**config.mk**
```make
export PLATFORM = sky130hd
export DESIGN_NAME = camera_auto_exposure_stepper_core
export DESIGN_NICKNAME = d
export VERILOG_FILES = /design/src/hdl/caes_pkg.sv /design/src/hdl/camera_auto_exposure_stepper_core.sv
export SDC_FILE = /design/constraint.sdc
export NUM_CORES = 1
export LEC_CHECK = 0
export BUFFER_PORTS_ARGS = -buffer_cell sky130_fd_sc_hd__buf_2
export CAP_MARGIN = 20
export CELL_PAD_IN_SITES_DETAIL_PLACEMENT = 1
export CELL_PAD_IN_SITES_GLOBAL_PLACEMENT = 2
export CORE_MARGIN = 5
export CORE_UTILIZATION = 40
export DETAILED_ROUTE_END_ITERATION = 6
export HOLD_SLACK_MARGIN = 0.15
export PLACE_DENSITY = 0.95
export SLEW_MARGIN = 5
export SYNTH_ARGS = -nofsm -noshare
export SYNTH_HDL_FRONTEND = slang
export SYNTH_SLANG_ARGS = --single-unit
```
**constraint.sdc**
```tcl
create_clock -name clk -period 11.6 [get_ports clk]
set_input_delay 1.74 -clock clk [delete_from_list [all_inputs] [get_ports clk]]
set_output_delay 1.74 -clock clk [all_outputs]
set_load 0.01 [all_outputs]
```
**src/hdl/caes_pkg.sv**
```systemverilog
// Shared constants, codes and helper functions for the auto-exposure stepper.
// No dependencies; imported by camera_auto_exposure_stepper_core.
`timescale 1ns / 1ps
`default_nettype none

package caes_pkg;

    // Averaging windows, in frames (each 1 to 4)
    localparam int unsigned FAST_WINDOW = 4;
    localparam int unsigned SLOW_WINDOW = 2;

    localparam int unsigned STEP_SMALL   = 1;
    localparam int unsigned STEP_BIG     = 3;
    localparam int unsigned LEVEL_FLOOR  = 1;
    localparam int unsigned LEVEL_TOP    = 82;
    localparam int unsigned BOUND_A      = 19;
    localparam int unsigned BOUND_B      = 40;
    localparam int unsigned BOUND_C      = 61;
    localparam int unsigned START_LEVEL  = 16;
    localparam int unsigned START_GAIN   = 2;

    localparam logic [7:0] RST_LEVEL_DARK  = 8'd30;
    localparam logic [7:0] RST_LEVEL_LOW   = 8'd60;
    localparam logic [7:0] RST_LEVEL_HIGH  = 8'd120;
    localparam logic [7:0] RST_LEVEL_SHINY = 8'd180;

    typedef enum logic [2:0] {
        REG_LEVEL_DARK  = 3'd0,
        REG_LEVEL_LOW   = 3'd1,
        REG_LEVEL_HIGH  = 3'd2,
        REG_LEVEL_SHINY = 3'd3,
        REG_HIGH_SPEED  = 3'd4
    } cfg_reg_t;

    typedef enum logic [2:0] {
        BAND_NONE      = 3'd0,
        BAND_OPTIMAL   = 3'd1,
        BAND_BELOW     = 3'd2,
        BAND_ABOVE     = 3'd3,
        BAND_TOO_LOW   = 3'd4,
        BAND_TOO_HIGH  = 3'd5,
        BAND_UNMATCHED = 3'd6
    } band_t;

    typedef struct packed {
        logic       changed;
        logic [6:0] level;
        logic [2:0] gain;
    } step_t;

    // Divide the window sum by a constant window of 1 to 4 frames.
    // For 3, floor(x * 683 / 2048) equals floor(x / 3) over all 10-bit x.
    function automatic logic [9:0] div_window(input logic [9:0] sum, input int unsigned win);
        logic [20:0] prod;
        prod = {11'd0, sum} * 21'd683;
        case (win)
            1:       return sum;
            2:       return {1'b0, sum[9:1]};
            3:       return prod[20:11];
            default: return {2'b00, sum[9:2]};
        endcase
    endfunction

    function automatic step_t step_up(input logic [6:0] old, input logic [2:0] gain,
                                      input int unsigned step);
        logic [7:0] raw;
        logic [6:0] nw;
        step_t      r;
        raw = {1'b0, old} + 8'(step);
        nw  = (raw > 8'(LEVEL_TOP)) ? 7'(LEVEL_TOP) : raw[6:0];
        r.changed = (nw > old);
        r.level   = r.changed ? nw : old;
        r.gain    = gain;
        if (r.changed)
        begin
            if (nw > 7'(BOUND_C) && old <= 7'(BOUND_C))
                r.gain = 3'd4;
            else if (nw > 7'(BOUND_B) && old <= 7'(BOUND_B))
                r.gain = 3'd3;
            else if (nw > 7'(BOUND_A) && old <= 7'(BOUND_A))
                r.gain = 3'd2;
        end
        return r;
    endfunction

    // Downward crossing of the top bound leaves the gain alone.
    function automatic step_t step_down(input logic [6:0] old, input logic [2:0] gain,
                                        input int unsigned step);
        logic [6:0] nw;
        step_t      r;
        nw = ({1'b0, old} >= 8'(LEVEL_FLOOR + step)) ? (old - 7'(step)) : 7'(LEVEL_FLOOR);
        r.changed = (nw < old);
        r.level   = r.changed ? nw : old;
        r.gain    = gain;
        if (r.changed)
        begin
            if (nw <= 7'(BOUND_B) && old > 7'(BOUND_B))
                r.gain = 3'd3;
            else if (nw <= 7'(BOUND_A) && old > 7'(BOUND_A))
                r.gain = 3'd2;
        end
        return r;
    endfunction

endpackage

`default_nettype wire

```
**src/hdl/camera_auto_exposure_stepper_core.sv**
```systemverilog
// Auto-exposure stepper: frame windowing, band sort, LED level and gain update.
// Depends on caes_pkg (constants, band codes, divide and step functions).
`timescale 1ns / 1ps
`default_nettype none

//  channel | signals                                          | beat
//  --------+--------------------------------------------------+--------------------------
//  cfg     | cfg_valid cfg_ready cfg_index[2:0] cfg_data[7:0] | one register write
//  in      | in_valid in_ready action patch_mean eyelid_covered | one frame or restart
//  out     | out_valid out_ready led_level digital_gain ...    | one result per input beat
//
//  One item a cycle unless the output stalls: state updates at the input beat, and
//  the result appears in the output register on the next cycle.
//  in_ready is high while the output register is empty or being drained.
//  A stalled result holds; the state has already moved on, so nothing is recomputed.
//  Reset loads the register defaults, level 16, gain 2, and clears the window.

module camera_auto_exposure_stepper_core (
    input  wire logic                   clk,
    input  wire logic                   rst_n,

    input  wire logic                   cfg_valid,
    output logic                        cfg_ready,
    input  wire logic [2:0]             cfg_index,
    input  wire logic [7:0]             cfg_data,

    input  wire logic                   in_valid,
    output logic                        in_ready,
    input  wire logic                   action,
    input  wire logic [7:0]             patch_mean,
    input  wire logic                   eyelid_covered,

    output logic                        out_valid,
    input  wire logic                   out_ready,
    output logic [6:0]                  led_level,
    output logic [2:0]                  digital_gain,
    output logic                        average_ready,
    output logic [7:0]                  frame_average,
    output caes_pkg::band_t             band,
    output logic                        level_changed
);
    import caes_pkg::*;

    localparam logic [2:0] WIN_FAST = 3'(FAST_WINDOW);
    localparam logic [2:0] WIN_SLOW = 3'(SLOW_WINDOW);

    logic [7:0] level_dark_reg, level_low_reg, level_high_reg, level_shiny_reg;
    logic       high_speed_reg;

    logic [9:0] mean_sum_reg, mean_sum_next;
    logic [2:0] frame_count_reg, frame_count_next;
    logic [6:0] light_level_reg, light_level_next;
    logic [2:0] gain_factor_reg, gain_factor_next;
    logic [7:0] last_average_reg, last_average_next;

    logic       out_valid_reg;
    logic [6:0] led_level_reg;
    logic [2:0] digital_gain_reg;
    logic       average_ready_reg, average_ready_next;
    logic [7:0] frame_average_reg;
    band_t      band_reg, band_next;
    logic       level_changed_reg, level_changed_next;

    logic       in_beat;
    logic [2:0] window;
    logic [2:0] count_inc;
    logic [9:0] avg;
    logic [9:0] dark_w, low_w, high_w, shiny_w;
    step_t      step_r;

    assign cfg_ready = 1'b1;
    assign in_ready  = !out_valid_reg || out_ready;
    assign in_beat   = in_valid && in_ready;

    always_ff @(posedge clk or negedge rst_n)
    begin
        if (!rst_n)
        begin
            level_dark_reg  <= RST_LEVEL_DARK;
            level_low_reg   <= RST_LEVEL_LOW;
            level_high_reg  <= RST_LEVEL_HIGH;
            level_shiny_reg <= RST_LEVEL_SHINY;
            high_speed_reg  <= 1'b0;
        end
        else if (cfg_valid)
        begin
            case (cfg_index)
                REG_LEVEL_DARK:  level_dark_reg  <= cfg_data;
                REG_LEVEL_LOW:   level_low_reg   <= cfg_data;
                REG_LEVEL_HIGH:  level_high_reg  <= cfg_data;
                REG_LEVEL_SHINY: level_shiny_reg <= cfg_data;
                REG_HIGH_SPEED:  high_speed_reg  <= cfg_data[0];
                default:         ;
            endcase
        end
    end

    assign window    = high_speed_reg ? WIN_FAST : WIN_SLOW;
    assign count_inc = frame_count_reg + 3'd1;
    assign dark_w    = {2'b00, level_dark_reg};
    assign low_w     = {2'b00, level_low_reg};
    assign high_w    = {2'b00, level_high_reg};
    assign shiny_w   = {2'b00, level_shiny_reg};

    always_comb
    begin
        mean_sum_next      = mean_sum_reg;
        frame_count_next   = frame_count_reg;
        light_level_next   = light_level_reg;
        gain_factor_next   = gain_factor_reg;
        last_average_next  = last_average_reg;
        average_ready_next = 1'b0;
        band_next          = BAND_NONE;
        level_changed_next = 1'b0;
        step_r             = '{changed: 1'b0, level: light_level_reg, gain: gain_factor_reg};
        avg                = '0;

        if (action)
        begin
            light_level_next  = 7'(START_LEVEL);
            gain_factor_next  = 3'(START_GAIN);
            last_average_next = '0;
        end
        else if (eyelid_covered)
        begin
            frame_count_next = '0;
        end
        else
        begin
            // First frame of a window restarts the sum
            mean_sum_next    = (frame_count_reg == 3'd0) ? {2'b00, patch_mean}
                                                         : mean_sum_reg + {2'b00, patch_mean};
            frame_count_next = count_inc;
            if (count_inc >= window)
            begin
                avg = high_speed_reg ? div_window(mean_sum_next, FAST_WINDOW)
                                     : div_window(mean_sum_next, SLOW_WINDOW);
                last_average_next  = (|avg[9:8]) ? 8'hFF : avg[7:0];
                frame_count_next   = '0;
                average_ready_next = 1'b1;
                if (avg >= low_w && avg <= high_w)
                begin
                    band_next = BAND_OPTIMAL;
                end
                else if (avg >= dark_w && avg <= low_w)
                begin
                    band_next = BAND_BELOW;
                    step_r    = step_up(light_level_reg, gain_factor_reg, STEP_SMALL);
                end
                else if (avg >= high_w && avg <= shiny_w)
                begin
                    band_next = BAND_ABOVE;
                    step_r    = step_down(light_level_reg, gain_factor_reg, STEP_SMALL);
                end
                else if (avg < dark_w)
                begin
                    band_next = BAND_TOO_LOW;
                    step_r    = step_up(light_level_reg, gain_factor_reg, STEP_BIG);
                end
                else if (avg > shiny_w)
                begin
                    band_next = BAND_TOO_HIGH;
                    step_r    = step_down(light_level_reg, gain_factor_reg, STEP_BIG);
                end
                else
                begin
                    band_next = BAND_UNMATCHED;
                end
                light_level_next   = step_r.level;
                gain_factor_next   = step_r.gain;
                level_changed_next = step_r.changed;
            end
        end
    end

    always_ff @(posedge clk or negedge rst_n)
    begin
        if (!rst_n)
        begin
            mean_sum_reg     <= '0;
            frame_count_reg  <= '0;
            light_level_reg  <= 7'(START_LEVEL);
            gain_factor_reg  <= 3'(START_GAIN);
            last_average_reg <= '0;
        end
        else if (in_beat)
        begin
            mean_sum_reg     <= mean_sum_next;
            frame_count_reg  <= frame_count_next;
            light_level_reg  <= light_level_next;
            gain_factor_reg  <= gain_factor_next;
            last_average_reg <= last_average_next;
        end
    end

    always_ff @(posedge clk or negedge rst_n)
    begin
        if (!rst_n)
            out_valid_reg <= 1'b0;
        else if (in_ready)
            out_valid_reg <= in_valid;
    end

    // Payload loads only on an input beat; otherwise hold
    always_ff @(posedge clk)
    begin
        if (in_beat)
        begin
            led_level_reg     <= light_level_next;
            digital_gain_reg  <= gain_factor_next;
            average_ready_reg <= average_ready_next;
            frame_average_reg <= last_average_next;
            band_reg          <= band_next;
            level_changed_reg <= level_changed_next;
        end
    end

    assign out_valid     = out_valid_reg;
    assign led_level     = led_level_reg;
    assign digital_gain  = digital_gain_reg;
    assign average_ready = average_ready_reg;
    assign frame_average = frame_average_reg;
    assign band          = band_reg;
    assign level_changed = level_changed_reg;

    a_level_range: assert property (@(posedge clk) disable iff (!rst_n)
        light_level_reg >= 7'(LEVEL_FLOOR) && light_level_reg <= 7'(LEVEL_TOP))
        else $error("light level left its range");

    a_gain_range: assert property (@(posedge clk) disable iff (!rst_n)
        gain_factor_reg >= 3'd1 && gain_factor_reg <= 3'd4)
        else $error("gain left its range");

    a_band_ready: assert property (@(posedge clk) disable iff (!rst_n)
        out_valid_reg |-> ((band_reg != BAND_NONE) == average_ready_reg))
        else $error("band and average_ready disagree");

    a_changed_ready: assert property (@(posedge clk) disable iff (!rst_n)
        (out_valid_reg && level_changed_reg) |-> (average_ready_reg &&
            (band_reg == BAND_BELOW || band_reg == BAND_ABOVE ||
             band_reg == BAND_TOO_LOW || band_reg == BAND_TOO_HIGH)))
        else $error("level changed without a stepping band");

    a_result_matches_state: assert property (@(posedge clk) disable iff (!rst_n)
        in_beat |=> (led_level_reg == light_level_reg && digital_gain_reg == gain_factor_reg
                     && frame_average_reg == last_average_reg))
        else $error("result does not match the updated state");

    a_window_closed: assert property (@(posedge clk) disable iff (!rst_n)
        (in_beat && average_ready_next) |=> (frame_count_reg == 3'd0))
        else $error("window did not restart after completing");

endmodule

`default_nettype wire
```
## Word level (Yosys, flattened, before mapping)

Index checks and enable logic that the tools add are counted.

- Register bits: 88
- Output and inout bits: 26
- Input bits: 26

- Multiplexer cells: 54
- Bitwise operators: 3
- Equal/unequal tests: 4
- Add/subtract/negate cells: 6
- $lt $le $gt $ge: 32
- Reduce and logical (&&, ||, !) cells: 30

Operators by type and width:

| operator | count |
|---|---|
| $mux W10 | 9 |
| $mux W7 | 11 |
| $mux W3 | 20 |
| $mux W11 | 4 |
| $gt A7 B6 Y1 const B | 5 |
| $mux W8 | 4 |
| $ge A10 B8 Y1 | 3 |
| $le A10 B8 Y1 | 3 |
| $le A7 B6 Y1 const B | 4 |
| $gt A7 B5 Y1 const B | 3 |
| $le A7 B5 Y1 const B | 3 |
| $gt A8 B7 Y1 const B | 2 |
| $gt A7 B7 Y1 | 2 |
| $logic_and A1 B1 Y1 | 14 |
| $lt A7 B7 Y1 | 2 |
| $reduce_and A2 Y1 | 6 |
| $add A10 B8 Y10 | 1 |
| $gt A10 B8 Y1 | 1 |
| $lt A10 B8 Y1 | 1 |
| $add A7 B1 Y8 const B | 1 |
| $add A7 B2 Y8 const B | 1 |
| $mux W2 | 4 |
| $ge A7 B2 Y1 const B | 1 |
| $ge A7 B3 Y1 const B | 1 |
| other kinds (17) | 23 |

## Longest topological paths before layout

Gate-level depths: netlist (run 1).

- Word-level depth: 16
- Depth in mapped cells: 25
- Depth with buffers taken out: 24

## Worst setup path before layout (run 1)

OpenSTA, ideal clock, no wires.

- Path type: input -> register
- Start: input patch_mean[0]
- End: register led_level_reg[1], in the netlist led_level[1] (data pin)
- Data arrival time: 5,626 ps
- Setup time: 265 ps
- Path slack: 5,710 ps
- Stages on the path: 23
- Buffers on the path: 0
- Path through: ha_1 > inv_1 > fa_1 > nor2b_1 > o21ai_0 > a21oi_1 > o21ai_0 > nand2b_1 > a21o_1 > a21oi_1 > xnor2_1 > a31oi_1 > inv_1 > ha_1 > nand4_1 > o2bb2ai_1 > a311oi_1 > a21oi_1 > nand2_1 > nand3_1 > a2111oi_0 > o32a_1 > a21oi_1

- Longest elaborated chain between the ends: 15
- Elaborated cells on any way between the ends: 28
- Those cells by class: add/sub: 1; order compare: 8; mux: 16; reduce/logical: 3

RTL lines:

| what | line | text |
|---|---|---|
| from (decl) | camera_auto_exposure_stepper_core.sv:30 | `input wire logic [7:0] patch_mean,` |
| $add A10 B8 Y10 (*) | camera_auto_exposure_stepper_core.sv:132 | `: mean_sum_reg + {2'b00, patch_mean};` |
| $mux W10 (*) | camera_auto_exposure_stepper_core.sv:131 | `mean_sum_next = (frame_count_reg == 3'd0) ? {2'b00, patch_mean}` |
| $mux W10 | camera_auto_exposure_stepper_core.sv:134 | `if (count_inc >= window)` |
| $mux W10 | camera_auto_exposure_stepper_core.sv:124 | `else if (eyelid_covered)` |
| $mux W10 | camera_auto_exposure_stepper_core.sv:118 | `if (action)` |
| $mux W10 (*) | camera_auto_exposure_stepper_core.sv:136 | `avg = high_speed_reg ? div_window(mean_sum_next, FAST_WINDOW)` |
| $gt A10 B8 Y1 | camera_auto_exposure_stepper_core.sv:160 | `else if (avg > shiny_w)` |
| $mux W11 | camera_auto_exposure_stepper_core.sv:160 |  |
| $mux W11 | camera_auto_exposure_stepper_core.sv:155 | `else if (avg < dark_w)` |
| $mux W11 | camera_auto_exposure_stepper_core.sv:150 | `else if (avg >= high_w && avg <= shiny_w)` |
| $mux W11 | camera_auto_exposure_stepper_core.sv:145 | `else if (avg >= dark_w && avg <= low_w)` |
| $mux W10 (*) | camera_auto_exposure_stepper_core.sv:141 | `if (avg >= low_w && avg <= high_w)` |
| $mux W7 (*) | camera_auto_exposure_stepper_core.sv:134 |  |
| $mux W7 (*) | camera_auto_exposure_stepper_core.sv:124 |  |
| $mux W7 (*) | camera_auto_exposure_stepper_core.sv:118 |  |
| named net light_level_next[1] | camera_auto_exposure_stepper_core.sv:52 | `logic [6:0] light_level_reg, light_level_next;` |
| to (signal assigned) | camera_auto_exposure_stepper_core.sv:209 | `led_level_reg <= light_level_next;` |
| to (decl) | camera_auto_exposure_stepper_core.sv:57 | `logic [6:0] led_level_reg;` |

Mark *: on every way through the listed nets, which the timed path passes. The rest lies on a longest branch. The select of a mux whose other input is x is not followed.
A chain may end at the register's enable or synchronous reset.

## Final worst setup path (run 1)

- Start: input patch_mean[0]
- End: register digital_gain_reg[1], in the netlist digital_gain[1] (data pin)

- Longest elaborated chain between the ends: 15
- Elaborated cells on any way between the ends: 28
- Those cells by class: add/sub: 1; order compare: 8; mux: 16; reduce/logical: 3

RTL lines:

| what | line | text |
|---|---|---|
| $add A10 B8 Y10 (*) | camera_auto_exposure_stepper_core.sv:132 |  |
| $mux W10 (*) | camera_auto_exposure_stepper_core.sv:131 |  |
| $mux W10 | camera_auto_exposure_stepper_core.sv:134 |  |
| $mux W10 | camera_auto_exposure_stepper_core.sv:124 |  |
| $mux W10 | camera_auto_exposure_stepper_core.sv:118 |  |
| $mux W10 (*) | camera_auto_exposure_stepper_core.sv:136 |  |
| $gt A10 B8 Y1 | camera_auto_exposure_stepper_core.sv:160 |  |
| $mux W11 | camera_auto_exposure_stepper_core.sv:160 |  |
| $mux W11 | camera_auto_exposure_stepper_core.sv:155 |  |
| $mux W11 | camera_auto_exposure_stepper_core.sv:150 |  |
| $mux W11 | camera_auto_exposure_stepper_core.sv:145 |  |
| $mux W10 (*) | camera_auto_exposure_stepper_core.sv:141 |  |
| $mux W3 (*) | camera_auto_exposure_stepper_core.sv:134 |  |
| $mux W3 (*) | camera_auto_exposure_stepper_core.sv:124 |  |
| $mux W3 (*) | camera_auto_exposure_stepper_core.sv:118 |  |
| named net gain_factor_next[1] | camera_auto_exposure_stepper_core.sv:53 | `logic [2:0] gain_factor_reg, gain_factor_next;` |
| to (signal assigned) | camera_auto_exposure_stepper_core.sv:210 | `digital_gain_reg <= gain_factor_next;` |
| to (decl) | camera_auto_exposure_stepper_core.sv:58 | `logic [2:0] digital_gain_reg;` |

Marks and branches as above.

==> impl_metrics.yaml, run 1 <==
outcome:
  status: "complete, no violations"
grt:
  grt_overflow: 0
  grt_pass1_vias: 7414
  antenna_found_initial: 0
  grt_max_degree: 66
  gr-usage-all-layers: 0.2398
  grt_pass1_wl_mm: 41.70
routing:
  drtPass1Iterations: 5
  wl_mm: 25.90
  vias: 7419
  wl_per_cell_um: 21.93
  drcViolationCount: 0
  first_iter_violations: 549
  routed_via_density: 6.282
  ant_nets: 0
run:
  cap_violations: 0
timing:
  fmax_mhz: 152.9
  fin_ws_ns: 5.059
  min_period_ns: 6.541
  worst_pin_slew_ns: 0.9655
  fin_crit_sh: 0.5639
  rsz0062_at_grt: "false"
  setup_violations: 0
  max_slew_margin: 0.3504
  finalHoldViolCount: 0
  finalSetupTns_ns: 0
  slew_violations: 0
  finClkSkew_ns: 0.01358
cells_and_area:
  mostFrequentLayoutCells: "nand2_1, o21ai_0, nor2_1, a21oi_1, inv_1"
  synthToLayoutAreaGrowth_pct: 10.16
  utilization: 0.4438
  largest_reg_flops: 10
  final_common_cell: "nand2_1"
  antenna_cells: 0
  design.final.nets: 1025
  drive_above_1_share: 0.1605
logic_synthesis:
  synth_seq_cells: 88
  synth_edf_count: 23
  synth_adder_area_share: 0.09629
  avgSynthCellArea_um2: 8.127
  netlist_instances: 921
  synthTopCellsByArea: "dfrtp_1, ha_1, edfxtp_1"
  synth_top_area_cell: "dfrtp_1"
  synth-seq-area-share: 0.3126
  ys.flop_type: "dfrtp_1"
  yosysTopAreaCellShare: 0.1571
  synth.area.mux_share: 0.03243
  ys_types: 89
  synth-compound-area-share: 0.2892
  synth-simple-area-share: 0.1916
  synth_top_family_by_area: "compound AO/OA/AOI/OAI gates"
  yosys_warnings: 0
  async_reset_ff_frac: 0.7386
  synth_area_um2: 7485
  synth_xor_area_frac: 0.01638
  synth.net_count: 1004
clocking:
  cts_hold_buf: 0
  cts_root_buffer: "clkbuf_16"
  clockBufferDepth: 2
  cts_max_level: 3
  path_clk_slew_ns: 0.07
  cts_tree: "built"
  numCtsBuffers: 9
  cts_resized: 0
  clock_latency_ns: 0.36
  post-cts-setup-buffers: 0
  cts.sink_count: 88
placed_design:
  gp_congestion: 0.9974
  io_buffers: 50
  place_hpwl_mm: 19.16
  pre_cts_ws_ns: 4.825
die:
  coreArea_um2: 18580
  start_util: 0.4028
  io_pins: 52
  rows: 50
  die_h_um: 146.8
  dieArea_um2: 21550
  die_w_um: 146.8
critical_path:
  critical_path_peak_fanout: 10
  crit_arrival_ns: 6.66
  cp-start-kind: "input pin"
  crit_path_end_kind: "flip-flop"
  required_ns: 11.72
  critPathKind: "input pin to flip-flop"
power:
  power.leakage_nw: 3.433
  finalPower_mw: 2.885
  powerDensity_nw_per_um2: 349.9
  max-vdd-ir-drop_mv: 0.1276
hold_path:
  hold_class: "flip-flop to flip-flop"
## layer usage
metal,vias up,global-route usage,part of all wire
met1,3667,0.3317,0.45
met4,0,0.06256,0.018
met3,36,0.04411,0.075
met5,-,0,0
met2,271,0.3874,0.46
li1,3445,-,-
## per-stage QoR
step	instances	area (um^2)	hold WS (ns)
5_1_grt	1181	8245	0.5304
3_5_place_dp	1165	7916	0.4782
4_1_cts	1181	8245	0.4958
2_1_floorplan	921	7485	0.4406
3_3_place_gp	1165	7916	0.4546
6_report	1181	8245	0.4998
## path summary, 6_finish.rpt
| check | startpoint | end | slack, ns | cells after the start |
|---|---|---|---|---|
| min in group asynchronous | rst_n | level_low_reg[7] | 1.57 | 2 |
| max in group asynchronous | rst_n | gain_factor_reg[2] | 9.43 | 2 |
| worst max register to register | light_level_reg[1] | led_level[3] | 6.02 | 18 |
| worst max-delay path | patch_mean[0] | digital_gain[1] | 5.06 | 24 |
| worst min register to register | mean_sum_reg[4] | mean_sum_reg[4] | 0.50 | 2 |
| worst min-delay path | mean_sum_reg[4] | mean_sum_reg[4] | 0.50 | 2 |
## worst max-delay path: stages
cell	delay [ns]
buf_2	0.09
ha_1	0.19
inv_1	0.07
fa_1	0.39
nor2b_1	0.17
o21ai_0	0.11
a21oi_1	0.20
o21ai_0	0.10
nand2b_1	0.11
a21o_1	0.12
a21oi_1	0.07
xnor2_1	0.18
a31oi_1	0.32
inv_1	0.19
ha_1	0.32
nand4_1	0.08
o2bb2ai_1	0.06
a311oi_1	0.49
a21oi_1	0.18
nand2_1	0.30
nand3_1	0.28
o32ai_1	0.53
nand2_1	0.15
a21o_1	0.20
## synth_stat cells, types with 5 or more instances
cell type / number
xnor2_1: 10
ha_1: 56
and2_1: 7
o21a_1: 12
a22oi_1: 6
or2_2: 6
clkbuf_1: 35
nor2b_1: 7
nand3_1: 17
o21ai_0: 86
a211oi_1: 11
inv_1: 57
nand2_1: 123
a311oi_1: 5
a21o_1: 6
nor2_1: 67
o22ai_1: 5
a31oi_1: 17
nor4_1: 5
mux2_2: 18
o21ai_1: 9
edfxtp_1: 23
dfrtp_1: 47
buf_4: 5
or3_1: 8
o221a_2: 5
nand2b_1: 14
o31ai_1: 10
a21oi_1: 60
buf_2: 8
dfstp_2: 18
a31o_2: 6
buf_1: 5
nand4_1: 11
o221ai_1: 5
a211o_1: 5
o211ai_1: 11
nor3_1: 22
## logic make-up (layout without fill, tap and decap cells)
logic type                 Yosys count  in the layout
and+or+nand+nor                    305            305
adders and majority gates           57             57
DFF                                 88             88
other                                1              1
xor gates and xnor gates            14             14
muxes                               22             22
buffers and inverters              114            140
AOI/OAI and AO/OA                  320            320
## power by group
part	internal (mW)	leakage [nW]	switching, mW
logic	0.715	2.26	1.38
registers	0.415	1.01	0.0553
clock network	0.186	0.163	0.139
## layout make-up
cell class / count / area [um^2]
clock buffers: 10 / 250.2
clock inverters: 6 / 78.83
fillers: 2235 / 10330
inverters: 61 / 229.0
multi-input cells: 719 / 4707
flip-flops and latches: 88 / 2340
well taps: 234 / 292.8
repair buffers: 63 / 347.8
No activity file was read; power rests on OpenSTA's default activity.
==> run 2: changes to the inputs <==
Settings changed: CORE_UTILIZATION 40 to 34, PLACE_DENSITY 0.95 to 0.88.
Clock period 11.6 ns to 5.6 ns, I/O delays scaled along.
==> impl_metrics.yaml, run 2 (synthesis results as in run 1) <==
clocking:
  numCtsBuffers: 9
  cts.sink_count: 88
  cts_hold_buf: 0
  post-cts-setup-buffers: 0
  clock_latency_ns: 0.35
  cts_max_level: 3
  path_clk_slew_ns: 0.07
  clockBufferDepth: 2
  cts_tree: "built"
  cts_resized: 0
  cts_root_buffer: "clkbuf_16"
critical_path:
  cp_num_buf_inv: 4
  rr_startpoint: "mean_sum_reg[0]"
  slowest_delay_ns: 0.55
  crit_arrival_ns: 5.37
  critical_path.cell_chain: "buf_2, ha_1, inv_1, fa_1, nor2b_1, o21ai_0, a21oi_1, o21ai_0, nand2b_1, a21o_1, a21oi_1, xnor2_1, a31oi_1, inv_1, ha_1, o21a_1, nor2_1, a31o_2, nand2_1, a311oi_1, a2111oi_2, o32ai_1, buf_4, o21ai_1"
  critPathKind: "input pin to flip-flop"
  cp-start-kind: "input pin"
  r2r_slack_ns: 0.56
  required_ns: 5.70
  crit_family: "compound AO/OA/AOI/OAI gates"
  crit_cells: 24
  cp_slowest_cell: "a311oi_1"
  worstSetupStartpoint: "patch_mean[0]"
  crit_path_end_kind: "flip-flop"
  critical_path_peak_fanout: 5
  rr_worst_depth: 23
  reg2reg_to: "led_level[4]"
timing:
  finClkSkew_ns: 0.01262
  fmax_mhz: 189.7
  finalHoldViolCount: 0
  finalSetupTns_ns: 0
  rsz0062_at_grt: "false"
  fin_ws_ns: 0.3293
  min_period_ns: 5.271
  slew_violations: 0
  max_slew_margin: 0.3921
  worst_pin_slew_ns: 0.9119
  setup_violations: 0
  fin_crit_sh: 0.9412
cells_and_area:
  largest_reg_flops: 10
  synthToLayoutAreaGrowth_pct: 14.26
  antenna_cells: 0
  mostFrequentLayoutCells: "nand2_1, o21ai_0, nor2_1, a21oi_1, inv_1"
  final_common_cell: "nand2_1"
  design.final.nets: 1058
  drive_above_1_share: 0.1908
routing:
  wl_mm: 26.59
  vias: 7523
  ant_nets: 0
  drcViolationCount: 0
  wl_per_cell_um: 21.10
  routed_via_density: 5.971
  drtPass1Iterations: 5
  first_iter_violations: 515
die:
  start_util: 0.3440
  die_h_um: 158.4
  dieArea_um2: 25080
  rows: 54
  coreArea_um2: 21760
  die_w_um: 158.4
  io_pins: 52
power:
  powerDensity_nw_per_um2: 724.5
  max-vdd-ir-drop_mv: 0.2621
  power.leakage_nw: 3.589
placed_design:
  place_hpwl_mm: 20.16
  gp_congestion: 0.9239
  io_buffers: 50
  pre_cts_ws_ns: 0.09497
grt:
  grt_max_degree: 66
  antenna_found_initial: 0
  grt_pass1_wl_mm: 43.21
  grt_pass1_vias: 7720
  gr-usage-all-layers: 0.2171
  grt_overflow: 0
outcome:
  status: "complete, no violations"
hold_path:
  holdPathStages: 2
  hold_path_startpoint: "mean_sum_reg[7]"
  hold_class: "flip-flop to flip-flop"
  hold_end: "mean_sum_reg[7]"
run:
  cap_violations: 0
## run 2: cell type report
type | instances | area, um^2
tap | 280 | 350.3
timing repair buffer | 96 | 608.1
multi-input combinational | 719 | 4723
clock inverter | 7 | 76.32
fill | 2666 | 13200
inverter | 61 | 229.0
sequential | 88 | 2340
clock buffer | 9 | 225.2
## run 2: worst reg2reg max path: stages (launching register included)
cell and delay (ns):
dfrtp_1 0.35, ha_1 0.20, inv_1 0.07, fa_1 0.38, nor2b_1 0.16, o21ai_0 0.11, a21oi_1 0.20, o21ai_0 0.10
nand2b_1 0.12, a21o_1 0.12, a21oi_1 0.08, xnor2_1 0.17, a31oi_1 0.26, inv_1 0.15, ha_1 0.32, o21a_1 0.19
nor2_1 0.12, a31o_2 0.19, nand2_1 0.11, a311oi_1 0.55, a2111oi_2 0.17, o32ai_1 0.42, buf_4 0.19, o21ai_1 0.06
## run 2: stage by stage
step	utilization	cells	power (mW)	instance area [um^2]	hold WS, ns
floorplan	-	921	3.989	7485	0.4406
global placement	0.3785	1244	5.363	8234	0.4534
detailed placement	0.3785	1244	5.414	8234	0.4814
CTS	0.3923	1260	6.079	8536	0.5050
global route	0.3931	1260	6.678	8552	0.5227
finish	0.3931	1260	6.196	8552	0.5034
## run 2: report_power, final
group / total [mW] / switching (mW) / internal (mW)
clock network: 0.631 / 0.280 / 0.351
logic: 4.54 / 2.86 / 1.69
registers: 1.02 / 0.162 / 0.859
## run 2: layer usage
layer  GRT usage  vias up  part of all wire
li1            -     3501                 -
met4     0.03818        0             0.012
met5           0        -                 0
met3     0.02745       25             0.054
met2      0.3586      214              0.46
met1      0.3091     3783              0.47
## run 2: worst max-delay path by stage
stage	slack (ns)	end
after floorplan	0.61	led_level[1]
after global placement	0.20	led_level[4]
after detailed placement	0.09	led_level[4]
after CTS	0.40	led_level[4]
after global routing	0.007	led_level[3]
final	0.33	led_level[4]
==> run 3: changes to the inputs <==
Settings changed: BUFFER_PORTS_ARGS -buffer_cell sky130_fd_sc_hd__buf_2 to unset, CORE_UTILIZATION 34 to 36, DONT_BUFFER_PORTS set to 1.
==> impl_metrics.yaml, run 3 (synthesis results as in run 1) <==
clocking:
  cts_max_level: 3
  cts.sink_count: 88
  cts_hold_buf: 0
  clock_latency_ns: 0.35
  numCtsBuffers: 9
  post-cts-setup-buffers: 0
  path_clk_slew_ns: 0.07
  clockBufferDepth: 2
  cts_resized: 0
  cts_tree: "built"
  cts_root_buffer: "clkbuf_16"
routing:
  vias: 7201
  ant_nets: 0
  wl_per_cell_um: 21.61
  drcViolationCount: 0
  first_iter_violations: 459
  drtPass1Iterations: 5
  routed_via_density: 6.031
  wl_mm: 25.81
power:
  power.leakage_nw: 3.339
  seq_power_share: 0.169
  p_clk_frac: 0.102
  max-vdd-ir-drop_mv: 0.3025
  switching_power_mw: 3.260
  finalPower_mw: 6.101
  internal_power_mw: 2.841
  powerDensity_nw_per_um2: 743.1
  p_sw_frac: 0.5344
  comb_power_share: 0.730
cells_and_area:
  mostFrequentLayoutCells: "nand2_1, o21ai_0, nor2_1, a21oi_1, inv_1"
  finalNonFillerCells: 1194
  final_common_cell: "nand2_1"
  synthToLayoutAreaGrowth_pct: 9.696
  fill_cells: 2450
  design.final.nets: 1002
  largest_reg_flops: 10
  antenna_cells: 0
  drive_above_1_share: 0.1374
  finalInstanceArea_um2: 8210
timing:
  rsz0062_at_grt: "false"
  finalHoldViolCount: 0
  slew_violations: 0
  whs_ns: 0.1742
  finClkSkew_ns: 0.005475
  fin_crit_sh: 0.9107
  setup_violations: 0
  fmax_mhz: 196.1
  finalSetupTns_ns: 0
  min_period_ns: 5.100
  max_slew_margin: 0.4031
  worst_pin_slew_ns: 0.8920
critical_path:
  cp-start-kind: "input pin"
  critPathKind: "input pin to flip-flop"
  r2r_slack_ns: 0.61
  crit_arrival_ns: 5.20
  crit_path_end_kind: "flip-flop"
  rr_worst_depth: 24
  critical_path_peak_fanout: 6
  reg2reg_to: "led_level[4]"
  required_ns: 5.70
  rr_startpoint: "mean_sum_reg[0]"
placed_design:
  gp_congestion: 0.9265
  postPlaceCellArea_um2: 7914
  io_buffers: 0
  placed_cells: 1178
  place_hpwl_mm: 19.48
outcome:
  status: "complete, no violations"
grt:
  gr-usage-all-layers: 0.2151
  grt_pass1_vias: 7271
  grt_pass1_wl_mm: 40.97
  grt_overflow: 0
  antenna_found_initial: 0
  grt_max_degree: 66
hold_path:
  hold_class: "input pin to asynchronous set/reset pin"
die:
  start_util: 0.3675
  rows: 52
  die_h_um: 154.2
  coreArea_um2: 20360
  dieArea_um2: 23770
  io_pins: 52
  die_w_um: 154.2
run:
  cap_violations: 0
==> run 3: changes by cell type in the layout (fill, tap and decap cells not counted), sizes merged <==
cell      delta
clkbuf       +1
buf         -56
inv          -2
clkinvlp     +1
==> run 3: worst max-delay path, cell delays in order <==
cell	delay (ns)
ha_1	0.18
inv_1	0.07
fa_1	0.39
nor2b_1	0.15
o21ai_0	0.11
a21oi_1	0.20
o21ai_0	0.11
nand2b_1	0.12
a21o_1	0.13
a21oi_1	0.07
xnor2_1	0.29
a31oi_1	0.16
inv_1	0.18
ha_1	0.19
a211oi_1	0.09
o2bb2ai_1	0.13
a311oi_1	0.45
nand2_1	0.15
a21boi_1	0.26
buf_4	0.19
a2111oi_0	0.06
o32ai_1	0.46
buf_4	0.19
o21ai_1	0.05
==> run 3: metal layers <==
layer	GRT usage	up-vias	routed length, um
met3	0.03716	35	1545
met5	0	-	0
met1	0.3020	3549	12150
met4	0.06224	0	486
li1	-	3403	-
met2	0.3409	214	11620
==> run 3: power by group through the flow <==
stage | combinational [mW] | sequential, mW | clock, mW
final | 4.45 | 1.03 | 0.620
after global routing | 4.81 | 1.05 | 0.662
after CTS | 4.35 | 1.03 | 0.631
after floorplan | 3.04 | 0.953 | 0
after detailed placement | 4.31 | 1.04 | 0
after global placement | 4.25 | 1.03 | 0
==> run 3: area by class of cell <==
type / instances / area, um^2 / share of cell area
inverter: 61 / 229.0 / 0.02789
multi-input combinational: 719 / 4707 / 0.5733
clock buffer: 10 / 229.0 / 0.02789
tap: 270 / 337.8 / 0.04115
sequential: 88 / 2340 / 0.2850
timing repair buffer: 40 / 300.3 / 0.03657
clock inverter: 6 / 67.56 / 0.008229
==> run 3: stage by stage <==
step | utilization | setup slack [ns]
detailed placement | 0.3886 | 0.2023
finish | 0.4032 | 0.4998
global route | 0.4032 | 0.1332
global placement | 0.3886 | 0.3014
CTS | 0.4032 | 0.5604
floorplan | - | 0.6097
==> run 3: worst max-delay path by stage <==
stage                              from  slack [ns]              end  cells after the start
final                     patch_mean[0]        0.50     led_level[4]                     24
after global routing      patch_mean[0]        0.13  digital_gain[1]                     24
after CTS                 patch_mean[0]        0.56     led_level[4]                     24
after detailed placement  patch_mean[0]        0.20     led_level[4]                     24
after global placement    patch_mean[0]        0.30     led_level[4]                     23
after floorplan           patch_mean[0]        0.61     led_level[1]                     23
